<file path="src/rtl/pps_pkg.sv">
// Package of constants, codes and types for the priority process scheduler.
package pps_pkg;

  localparam int QUEUE_DEPTH = 16;
  localparam int IDX_W       = $clog2(QUEUE_DEPTH);
  localparam int CNT_W       = $clog2(QUEUE_DEPTH + 1);

  localparam int OP_W       = 2;
  localparam int NOW_W      = 32;
  localparam int ID_W       = 16;
  localparam int DUR_W      = 16;
  localparam int PRI_W      = 8;
  localparam int STATUS_W   = 2;
  localparam int QCOUNT_W   = 5;

  localparam logic [OP_W-1:0] OP_INSERT   = 2'd0;
  localparam logic [OP_W-1:0] OP_SCHEDULE = 2'd1;
  localparam logic [OP_W-1:0] OP_CHECK    = 2'd2;

  localparam logic [STATUS_W-1:0] ST_DONE = 2'd0;
  localparam logic [STATUS_W-1:0] ST_FULL = 2'd1;
  localparam logic [STATUS_W-1:0] ST_NONE = 2'd2;

  typedef struct packed {
    logic [ID_W-1:0]  id;
    logic [DUR_W-1:0] duration;
    logic [PRI_W-1:0] priority_lvl;
  } entry_t;

  typedef struct packed {
    logic            go;
    logic [OP_W-1:0] op;
    entry_t          entry;
  } q_cmd_t;

  typedef struct packed {
    logic [STATUS_W-1:0] status;
    logic                take;
    entry_t              entry;
  } q_resp_t;

  typedef struct packed {
    logic load;
    logic check;
  } slot_cmd_t;

endpackage

</file>
<file path="src/rtl/pps_queue.sv">
// Process queue: entry memory, fill count and the scan and shift sequencer.
module pps_queue (
  input  logic                        clk,
  input  logic                        rst,
  input  pps_pkg::q_cmd_t             cmd,
  output logic                        done,
  output pps_pkg::q_resp_t            resp,
  output logic [pps_pkg::CNT_W-1:0]   count
);

  localparam int IdxW  = pps_pkg::IDX_W;
  localparam int CntW  = pps_pkg::CNT_W;
  localparam int Depth = pps_pkg::QUEUE_DEPTH;

  typedef enum logic [2:0] {
    Q_IDLE, Q_SCAN, Q_DRAIN, Q_PICK, Q_SHIFT
  } q_state_t;

  q_state_t              state;
  pps_pkg::entry_t       mem [Depth];
  pps_pkg::entry_t       rdata;
  pps_pkg::entry_t       wdata;
  pps_pkg::entry_t       best_entry;
  logic [IdxW-1:0]       raddr;
  logic [IdxW-1:0]       waddr;
  logic                  we;
  logic [CntW-1:0]       idx;
  logic [CntW-1:0]       idx_inc;
  logic [CntW-1:0]       pidx;
  logic [CntW-1:0]       best;
  logic [CntW-1:0]       j_dec;
  logic [IdxW-1:0]       waddr_p;
  logic                  wpend;
  logic                  pv;
  logic                  better;
  logic                  full;
  logic [pps_pkg::PRI_W-1:0] best_pri;

  assign idx_inc = idx + CntW'(1);
  assign j_dec   = idx - CntW'(1);
  assign full    = (count == CntW'(Depth));
  assign better  = pv && (rdata.priority_lvl > best_pri);

  // The idx counter walks the scan and, reused, the shift read pointer.
  always_comb begin
    raddr = idx[IdxW-1:0];
    we    = 1'b0;
    waddr = waddr_p;
    wdata = rdata;
    if (state == Q_IDLE) begin
      we    = cmd.go && (cmd.op == pps_pkg::OP_INSERT) && !full;
      waddr = count[IdxW-1:0];
      wdata = cmd.entry;
    end else if (state == Q_SHIFT) begin
      we = wpend;
    end
  end

  always_ff @(posedge clk) begin
    if (we) begin
      mem[waddr] <= wdata;
    end
    rdata <= mem[raddr];
  end

  always_ff @(posedge clk) begin
    if (rst) begin
      state <= Q_IDLE;
      count <= '0;
      done  <= 1'b0;
      pv    <= 1'b0;
      wpend <= 1'b0;
    end else begin
      done <= 1'b0;
      case (state)
        Q_IDLE: begin
          if (cmd.go) begin
            resp.status <= pps_pkg::ST_DONE;
            resp.take   <= 1'b0;
            if (cmd.op == pps_pkg::OP_INSERT) begin
              done <= 1'b1;
              if (full) begin
                resp.status <= pps_pkg::ST_FULL;
              end else begin
                count <= count + CntW'(1);
              end
            end else if (cmd.op == pps_pkg::OP_SCHEDULE) begin
              if (count == '0) begin
                resp.status <= pps_pkg::ST_NONE;
                done        <= 1'b1;
              end else begin
                idx      <= '0;
                best_pri <= '0;
                pv       <= 1'b0;
                state    <= Q_SCAN;
              end
            end else begin
              done <= 1'b1;
            end
          end
        end
        Q_SCAN: begin
          if (better) begin
            best       <= pidx;
            best_pri   <= rdata.priority_lvl;
            best_entry <= rdata;
          end
          pv   <= 1'b1;
          pidx <= idx;
          idx  <= idx_inc;
          if (idx_inc == count) begin
            state <= Q_DRAIN;
          end
        end
        Q_DRAIN: begin
          if (better) begin
            best       <= pidx;
            best_pri   <= rdata.priority_lvl;
            best_entry <= rdata;
          end
          pv    <= 1'b0;
          state <= Q_PICK;
        end
        Q_PICK: begin
          if (best_pri == '0) begin
            resp.status <= pps_pkg::ST_NONE;
            done        <= 1'b1;
            state       <= Q_IDLE;
          end else begin
            idx   <= best + CntW'(1);
            wpend <= 1'b0;
            state <= Q_SHIFT;
          end
        end
        Q_SHIFT: begin
          if (idx < count) begin
            wpend   <= 1'b1;
            waddr_p <= j_dec[IdxW-1:0];
            idx     <= idx_inc;
          end else begin
            wpend <= 1'b0;
            if (!wpend) begin
              count       <= count - CntW'(1);
              resp.status <= pps_pkg::ST_DONE;
              resp.take   <= 1'b1;
              resp.entry  <= best_entry;
              done        <= 1'b1;
              state       <= Q_IDLE;
            end
          end
        end
        default: begin
          state <= Q_IDLE;
        end
      endcase
    end
  end

endmodule

</file>
<file path="src/rtl/pps_slot.sv">
// Scheduled slot registers and the elapsed-time completion compare.
module pps_slot (
  input  logic                          clk,
  input  logic                          rst,
  input  pps_pkg::slot_cmd_t            cmd,
  input  logic [pps_pkg::NOW_W-1:0]     now,
  input  pps_pkg::entry_t               entry,
  output logic                          running_valid,
  output logic [pps_pkg::ID_W-1:0]      running_id,
  output logic [pps_pkg::PRI_W-1:0]     running_priority,
  output logic                          running_done
);

  localparam int NowW = pps_pkg::NOW_W;

  logic                      slot_valid;
  logic                      slot_done;
  logic [pps_pkg::ID_W-1:0]  slot_id;
  logic [pps_pkg::DUR_W-1:0] slot_duration;
  logic [pps_pkg::PRI_W-1:0] slot_priority;
  logic [NowW-1:0]           slot_start;
  logic [NowW-1:0]           elapsed;
  logic                      expired;

  // Wrapping subtraction, so a tick counter roll-over is harmless.
  assign elapsed = now - slot_start;
  assign expired = (elapsed >= NowW'(slot_duration));

  always_ff @(posedge clk) begin
    if (rst) begin
      slot_valid    <= 1'b0;
      slot_done     <= 1'b0;
      slot_id       <= '0;
      slot_duration <= '0;
      slot_priority <= '0;
      slot_start    <= '0;
    end else if (cmd.load) begin
      slot_valid    <= 1'b1;
      slot_done     <= 1'b0;
      slot_id       <= entry.id;
      slot_duration <= entry.duration;
      slot_priority <= entry.priority_lvl;
      slot_start    <= now;
    end else if (cmd.check && slot_valid && expired) begin
      slot_done <= 1'b1;
    end
  end

  assign running_valid    = slot_valid;
  assign running_id       = slot_valid ? slot_id : '0;
  assign running_priority = slot_valid ? slot_priority : '0;
  assign running_done     = slot_valid && slot_done;

endmodule

</file>
<file path="src/rtl/priority_process_scheduler.sv">
// Top level of the priority process scheduler: command port, sequencing and result beat.
//
// Usage. A command beat is taken at a rising edge where start is high and busy is low;
// op selects insert (append id, duration and priority), schedule (move the highest
// nonzero priority waiting entry, lowest index on ties, into the running slot) or check
// (mark the running process done once now minus its start tick reaches its duration).
// Exactly one result beat follows each command: result_strobe is high for one cycle
// and the result ports carry the status, the number of waiting entries and the
// running slot as it stands after the command. The receiver cannot stall, so the
// result is there for that single cycle only.
// Insert, check and the unused op code pass through the queue's done register and
// then the result_strobe register. A schedule scans the queue one entry per cycle
// through the single memory read port and then shifts the later entries down one
// per cycle; between the two lie the drain and pick states.
// busy is high from the accepting edge until the strobe cycle, in which a new
// command may already be taken. Reset clears the queue count and the slot;
// the entry memory is not cleared, since only entries below the count are read.
module priority_process_scheduler (
  input  logic                             clk,
  input  logic                             rst,
  input  logic                             start,
  output logic                             busy,
  input  logic [pps_pkg::OP_W-1:0]         op,
  input  logic [pps_pkg::NOW_W-1:0]        now,
  input  logic [pps_pkg::ID_W-1:0]         proc_id,
  input  logic [pps_pkg::DUR_W-1:0]        proc_duration,
  input  logic [pps_pkg::PRI_W-1:0]        proc_priority,
  output logic                             result_strobe,
  output logic [pps_pkg::STATUS_W-1:0]     status,
  output logic [pps_pkg::QCOUNT_W-1:0]     queue_count,
  output logic                             running_valid,
  output logic [pps_pkg::ID_W-1:0]         running_id,
  output logic [pps_pkg::PRI_W-1:0]        running_priority,
  output logic                             running_done
);

  localparam int QcW = pps_pkg::QCOUNT_W;

  logic                          accept;
  logic                          active;
  logic                          q_done;
  logic [pps_pkg::OP_W-1:0]      op_q;
  logic [pps_pkg::NOW_W-1:0]     now_q;
  logic [pps_pkg::CNT_W-1:0]     q_count;
  logic [pps_pkg::STATUS_W-1:0]  status_r;
  pps_pkg::q_cmd_t               q_cmd;
  pps_pkg::q_resp_t              q_resp;
  pps_pkg::slot_cmd_t            slot_cmd;

  assign accept = start && !active;
  assign busy   = active;

  // The queue takes the insert payload straight from the ports on the accepting edge.
  assign q_cmd.go    = accept;
  assign q_cmd.op    = op;
  assign q_cmd.entry = '{id: proc_id, duration: proc_duration, priority_lvl: proc_priority};

  pps_queue u_queue (
    .clk   (clk),
    .rst   (rst),
    .cmd   (q_cmd),
    .done  (q_done),
    .resp  (q_resp),
    .count (q_count)
  );

  // The slot is updated on the edge at which the queue reports completion, using the
  // tick captured when the command was taken.
  assign slot_cmd.load  = q_done && q_resp.take;
  assign slot_cmd.check = q_done && (op_q == pps_pkg::OP_CHECK);

  pps_slot u_slot (
    .clk              (clk),
    .rst              (rst),
    .cmd              (slot_cmd),
    .now              (now_q),
    .entry            (q_resp.entry),
    .running_valid    (running_valid),
    .running_id       (running_id),
    .running_priority (running_priority),
    .running_done     (running_done)
  );

  always_ff @(posedge clk) begin
    if (rst) begin
      active        <= 1'b0;
      result_strobe <= 1'b0;
    end else begin
      result_strobe <= q_done;
      if (accept) begin
        active <= 1'b1;
      end else if (q_done) begin
        active <= 1'b0;
      end
    end
  end

  always_ff @(posedge clk) begin
    if (accept) begin
      op_q  <= op;
      now_q <= now;
    end
    if (q_done) begin
      status_r <= q_resp.status;
    end
  end

  assign status      = status_r;
  assign queue_count = QcW'(q_count);

endmodule

</file>
<file path="config.mk">
export PLATFORM = sky130hd
export DESIGN_NAME = priority_process_scheduler
export DESIGN_NICKNAME = d
export VERILOG_FILES = /design/src/rtl/pps_pkg.sv /design/src/rtl/pps_queue.sv /design/src/rtl/pps_slot.sv /design/src/rtl/priority_process_scheduler.sv
export SDC_FILE = /design/constraint.sdc
export NUM_CORES = 1
export LEC_CHECK = 0
export BUFFER_PORTS_ARGS = -buffer_cell sky130_fd_sc_hd__buf_2
export CAP_MARGIN = 20
export CORE_ASPECT_RATIO = 0.7
export CORE_UTILIZATION = 47
export DETAILED_ROUTE_END_ITERATION = 7
export PLACE_DENSITY = 0.69
export SLEW_MARGIN = 20
export SYNTH_ARGS = -nofsm -noshare
export SYNTH_HDL_FRONTEND = slang
export SYNTH_SLANG_ARGS = --single-unit
</file>
<file path="constraint.sdc">
create_clock -name clk -period 8.6 [get_ports clk]
set_clock_uncertainty 0.15 [all_clocks]
set_input_delay 0.43 -clock clk [delete_from_list [all_inputs] [get_ports clk]]
set_output_delay 0.43 -clock clk [all_outputs]
set_load 0.02 [all_outputs]
</file>
# Word-level counts from Yosys, hierarchy flattened
# Memories as Yosys holds them, arrays and structs flattened. A register that Yosys moved wholly into a read port is not among the register bits.
# Cells that the tools add are included.
dict set report word_totals {
  word_cells 163
  memories 1
  ram_bits 640
  register_bits 233
}
# name depth width rd rd_ports_with_merged_regs wr line
set memory_table {}
lappend memory_table {u_queue.mem 16 40 1 1 1 pps_queue.sv:20} ;# pps_pkg::entry_t mem [Depth];
dict set report op_classes {
  n_lt_le_gt_ge 3
  bitwise_logic 3
  muxes 64
  add_sub_neg 6
  eq_ne 21
  n_reduce_logical 36
}
# op n
set op_table {}
lappend op_table {{$mux 43} 2}
lappend op_table {{$mux 5} 11}
lappend op_table {{$mux 8} 6}
lappend op_table {{$mux 40} 1}
lappend op_table {{$ge 32x16->1} 1}
lappend op_table {{$sub 32x32->32} 1}
lappend op_table {{$mux 3} 9}
lappend op_table {{$mux 1} 20}
lappend op_table {{$ne 2x2->1 const B} 10}
lappend op_table {{$pmux 5 s4} 1}
lappend op_table {{$mux 16} 1}
lappend op_table {{$pmux 8 s2} 1}
lappend op_table {{$add 5x1->5 const B} 3}
lappend op_table {{$pmux 3 s5} 1}
lappend op_table {{$reduce_and 7->1} 2}
lappend op_table {{$reduce_and 6->1} 2}
lappend op_table {{$pmux 5 s2} 1}
lappend op_table {{$reduce_and 5->1} 2}
lappend op_table {{$logic_and 1x1->1} 9}
lappend op_table {{$gt 8x8->1} 1}
lappend op_table {{$logic_not 8->1} 1}
lappend op_table {{$mux 2} 4}
lappend op_table {{$reduce_and 8->1} 1}
lappend op_table {{$reduce_bool 2->1} 4}
lappend op_table {{other kinds (26)} 38}

# Longest topological paths before layout
dict set report depth {
  word_depth 7
  ltp_mapped 19
  ltp_nobuf 19
}

# Hierarchy
# Synthesis repeated with hierarchy kept, for this count alone.
dict set report hier_totals {
  hier_cells 2361
  hier_area_um2 37088.1
}
# mod seq_area_each_um2 cells_each area_each_um2 n_inst
set modules_own_cells {}
lappend modules_own_cells {pps_queue 23542.6 1686 30670.7 1}
lappend modules_own_cells {pps_slot 1481.4 631 5252.5 1}
lappend modules_own_cells {priority_process_scheduler 1121.1 44 1164.9 1}

# Least setup slack after synthesis
# Ideal clock, no wire load.
dict set report synth_timing {
  path_kind {register to register}
  startpoint {reg u_queue.best_pri[1] (netlist bit)}
  endpoint {reg u_queue.best[0], enable pin}
  n_path_buf 0
  required_ns 7.874
  arrival_ns 5.748
  setup_slack_ns 2.127
  path_stages_with_launch 10
  cell_sequence {edfxtp_1 -> inv_1 -> ha_1 -> nor2b_1 -> o21ai_0 -> nand2b_1 -> a21oi_1 -> nor2_1 -> a211oi_1 -> nor4b_1}
}
dict set report synth_via {
  elab_chain_cells 3
}
# element line
set synth_rtl {}
lappend synth_rtl {{start, declared} pps_queue.sv:37} ;# logic [pps_pkg::PRI_W-1:0] best_pri;
lappend synth_rtl {{start signal, assigned} pps_queue.sv:105} ;# best_pri <= rdata.priority_lvl;
lappend synth_rtl {{start signal, assigned} pps_queue.sv:118} ;# best_pri <= rdata.priority_lvl;
lappend synth_rtl {{$gt 8x8->1} pps_queue.sv:42} ;# assign better = pv && (rdata.priority_lvl > best_pri);
lappend synth_rtl {{$logic_and 1x1->1} pps_queue.sv:42}
lappend synth_rtl {{$reduce_and 3->1 (no source line)} n/a}
lappend synth_rtl {{end signal, assigned} pps_queue.sv:104} ;# best <= pidx;
lappend synth_rtl {{end signal, assigned} pps_queue.sv:117} ;# best <= pidx;
lappend synth_rtl {{end, declared} pps_queue.sv:30} ;# logic [CntW-1:0] best;
# Every way passes these cells.
# A chain may end at the register's enable or synchronous reset.

# Final worst setup path
dict set report layout_timing {
  startpoint {reg now_q[0] (netlist bit)}
  endpoint {reg u_slot.slot_done}
}
dict set report layout_via {
  elab_chain_cells 3
}
# element line
set layout_rtl {}
lappend layout_rtl {{start, declared} priority_process_scheduler.sv:43} ;# logic [pps_pkg::NOW_W-1:0] now_q;
lappend layout_rtl {{start signal, assigned} priority_process_scheduler.sv:101} ;# now_q <= now;
lappend layout_rtl {{$sub 32x32->32} pps_slot.sv:26} ;# assign elapsed = now - slot_start;
lappend layout_rtl {{$ge 32x16->1} pps_slot.sv:27} ;# assign expired = (elapsed >= NowW'(slot_duration));
lappend layout_rtl {{$logic_and 1x1->1} pps_slot.sv:44} ;# end else if (cmd.check && slot_valid && expired) begin
lappend layout_rtl {{end signal, assigned} pps_slot.sv:32} ;# slot_done <= 1'b0;
lappend layout_rtl {{end signal, assigned} pps_slot.sv:39} ;# slot_done <= 1'b0;
lappend layout_rtl {{end signal, assigned} pps_slot.sv:45} ;# slot_done <= 1'b1;
lappend layout_rtl {{end, declared} pps_slot.sv:17} ;# logic slot_done;
# Every way passes these cells.

==> results.cfg <==
[outcome]
status = completed

[cells_and_area]
nets = 2449
fillCellCount = 5853
multi_input_area_mm2 = 0.00961
drive_gt1_frac = 0.211
syn_to_final_growth_pct = 13.7
final_util = 0.544
final_cell_count_no_fill = 3405
n_antenna_cell = 0
register_area_mm2 = 0.0261

[synth]
yosysWarnings = 0
synthArstFlopShare = 0
synth_top_area_frac = 0.651
synth.distinct_cells = 67
synth_edf_count = 786
synth_flop_cell = edfxtp_1
synth_top_cell_by_area = edfxtp_1
postSynthAreaPerCell_um2 = 16.9
seq_area_frac_synth = 0.721
synth_area_leaders = edfxtp_1, mux4_2, dfxtp_1, nand2_1, ha_1
synthCells = 2145
synth.ff_latch_count = 913
synth.cell_area_mm2 = 0.0363
synthesis.nets = 2290

[power_and_ir_drop]
power_switching_mw = 2.45
p_comb_frac = 0.113
ir_worst_vdd_mv = 0.145
sw_frac_of_total = 0.241
power.internal_mw = 7.69
p_clk_frac = 0.366
p_leak_nw = 13.6
pwr-share-seq = 0.520
power_mw = 10.1
powerDensity_mw_per_mm2 = 246

[die]
die_h_um = 234
core-area_mm2 = 0.0758
io_pins = 112
num_rows = 84
start_util = 0.479
die_area_mm2 = 0.0783
die_x_um = 334

[global_route]
grt_use_total = 0.212
grt_max_degree = 166
antenna_found_initial = 0
grt_pass1_wl_um = 122000
grt_overflow = 0
grt_pass1_vias = 19400

[route]
num_vias = 19600
first_iter_violations = 1951
routed_via_density = 5.77
dr.pass1.iters = 5
antenna_left = 0
drc = 0
drt_wl_total_um = 81700
wire_per_inst_um = 24.0

[placement]
dpl.hpwl_um = 43300
dp.cells = 3215
io_buffer_count = 111
gp_congestion = 0.901
place_ws_ns = 4.16

[clock_network]
numCtsBuffers = 83
cts.sinks = 913
clkLatencyLatePin_ns = 0.64
post_cts_buffers = 0
ctsRootBufferMaster = clkbuf_16
htree_levels = 3
clk_pin_slew_ns = 0.07
clk_path_buf_depth = 3
cts_tree = done

[timing]
fmax_mhz = 223
grt_setup_unrepaired = false
layout_min_cycle_time_ns = 4.48
fin_crit_sh = 0.521
maxSlewHeadroom = 0.193
drv_slew = 0
tightest_slew_ns = 1.21
finalSetupTns_ns = 0
hold_viol = 0
fin_ws_ns = 4.12
setup_viol = 0

[worst_setup_path]
cp_data_arrival_time_ns = 4.84
timing.critical_path.fanout_max = 3
worst_setup_path_end_kind = flop
critPathLaunchType = flop
cp.required_ns = 8.96
crit_type = flop to flop

[worst_hold_path]
worstHoldPathType = input pin to flop

[run]
maxCapViolCount = 0
==> sequential cells by signal, summed over array words and instances, names as in the netlist, 3 cells and up <==
name,count
u_queue.idx,5
u_queue.pidx,5
u_queue.best,5
u_queue.state,3
u_queue.mem,640
u_slot.slot_start,32
u_queue.best_pri,8
u_slot.slot_priority,8
now_q,32
u_slot.slot_duration,16
u_queue.resp,43
u_queue.best_entry,40
u_slot.slot_id,16
u_queue.rdata,40
u_queue.waddr_p,4
u_queue.count,5
==> metrics by stage <==
step                cell area (um^2)  hold slack [ns]
finish                         41200           0.0972
global route                   41200           0.0881
CTS                            41200           0.0479
detailed placement             38100            0.255
global placement               38100            0.251
floorplan                      36300            0.250
==> cells in the mapped netlist (18+ instances only) <==
master    count
mux4_2      200
xnor2_1      25
o21ai_0      26
nor3_1       24
ha_1         66
dfxtp_1     127
nand2_1     308
edfxtp_1    786
clkbuf_1     75
and2_1       35
nor2_1       57
nand4_1      18
buf_1        23
a21o_1       18
a21oi_1     120
inv_1        70
==> placed cells by master, fill, tap and decap left out, types with 4 or more instances in the layout <==
cell type / synthesis / layout
mux4_2: 200 / 200
ha_1: 66 / 66
dfxtp_1: 127 / 127
xor2_1: 14 / 14
nor3b_1: 5 / 5
a21oi_1: 120 / 120
buf_2: 9 / 111
nor2b_1: 6 / 6
nor2_1: 57 / 40
buf_4: 0 / 32
clkbuf_8: 0 / 10
bufinv_16: 0 / 7
edfxtp_1: 786 / 786
a31oi_1: 13 / 13
nor3_1: 24 / 23
nand2_1: 308 / 307
a21o_1: 18 / 18
o21ai_0: 26 / 26
nand4_1: 18 / 18
o22ai_1: 7 / 7
inv_1: 70 / 70
o21bai_1: 4 / 4
nand3_1: 16 / 16
xnor2_1: 25 / 25
clkbuf_16: 0 / 84
nand2b_1: 8 / 8
dlygate4sd3_1: 0 / 35
and2_1: 35 / 34
clkinv_1: 1 / 14
clkbuf_1: 75 / 19
nor4_1: 7 / 7
o21a_1: 14 / 14
clkinv_2: 0 / 10
o21ai_1: 4 / 4
nor2_4: 0 / 17
mux2i_1: 5 / 5
==> worst max-delay path, cell delays in order (launching register included) <==
cell and delay (ns):
edfxtp_1 0.35, inv_1 0.05, ha_1 0.22, fa_1 0.43
and2b_1 0.25, o2111ai_2 0.16, a21oi_1 0.35, nor2_1 0.11
o21ai_0 0.21, xor2_1 0.18, ha_1 0.27, nand4_1 0.10
nor3_1 0.09, a2111oi_0 0.42, nand2_1 0.11, a311o_1 0.27
a311oi_1 0.20, nand4_1 0.12, nor4_1 0.20, a31oi_1 0.12
==> cells by family (layout without fill, tap and decap cells) <==
group	Yosys count	in the layout	share of synthesized area
xor gates and xnor gates	39	39	0.00941
muxes	206	206	0.126
DFF	913	913	0.721
and+or+nand+nor	498	498	0.0599
adders and majority gates	68	68	0.0239
AOI/OAI and AO/OA	243	243	0.0417
buffers and inverters	178	406	0.0187
==> metal layers <==
layer  wire length [um]  vias to the layer above  global-route usage  share of wire
met2              37200                      823               0.325           0.45
met3               7450                      117              0.0508          0.091
met5                  0                        -                   0              0
li1                   -                     8614                   -              -
met1              35600                    10100               0.308           0.44
met4               1460                        0              0.0489          0.018
==> repair_timing <==
| item | in CTS | in global routing |
|---|---|---|
| gates resized for setup | 0 | 0 |
| hold endpoints to repair | 42 | 0 |
| hold buffers | 35 | 0 |
==> power groups by stage <==
stage	Combinational, mW	Clock [mW]	Sequential [mW]
floorplan	0.795	0	5.31
global placement	1.09	0	5.36
detailed placement	1.14	0	5.37
CTS	1.16	3.77	5.27
global route	1.27	3.95	5.29
finish	1.15	3.71	5.28
==> area by class of cell <==
cell class | instances | area share
sequential | 913 | 0.634
timing repair buffer | 181 | 0.0290
multi-input combinational | 1054 | 0.233
clock inverter | 41 | 0.0102
tap | 1032 | 0.0313
clock buffer | 113 | 0.0560
inverter | 71 | 0.00646
==> worst paths after layout <==
kind / from / slack [ns] / depth (start not counted) / to
max reg2reg: now_q[0]$_DFFE_PP_ / 4.12 / 19 / u_slot.slot_done$_SDFFE_PP0P_
min: start / 0.1 / 3 / busy$_SDFFE_PP0P_
min reg2reg: u_queue.best_entry[10]$_DFFE_PP_ / 0.27 / 0 / u_queue.resp[10]$_DFFE_PP_
max: now_q[0]$_DFFE_PP_ / 4.12 / 19 / u_slot.slot_done$_SDFFE_PP0P_
Note: power is estimated with default switching activity, not from simulation.
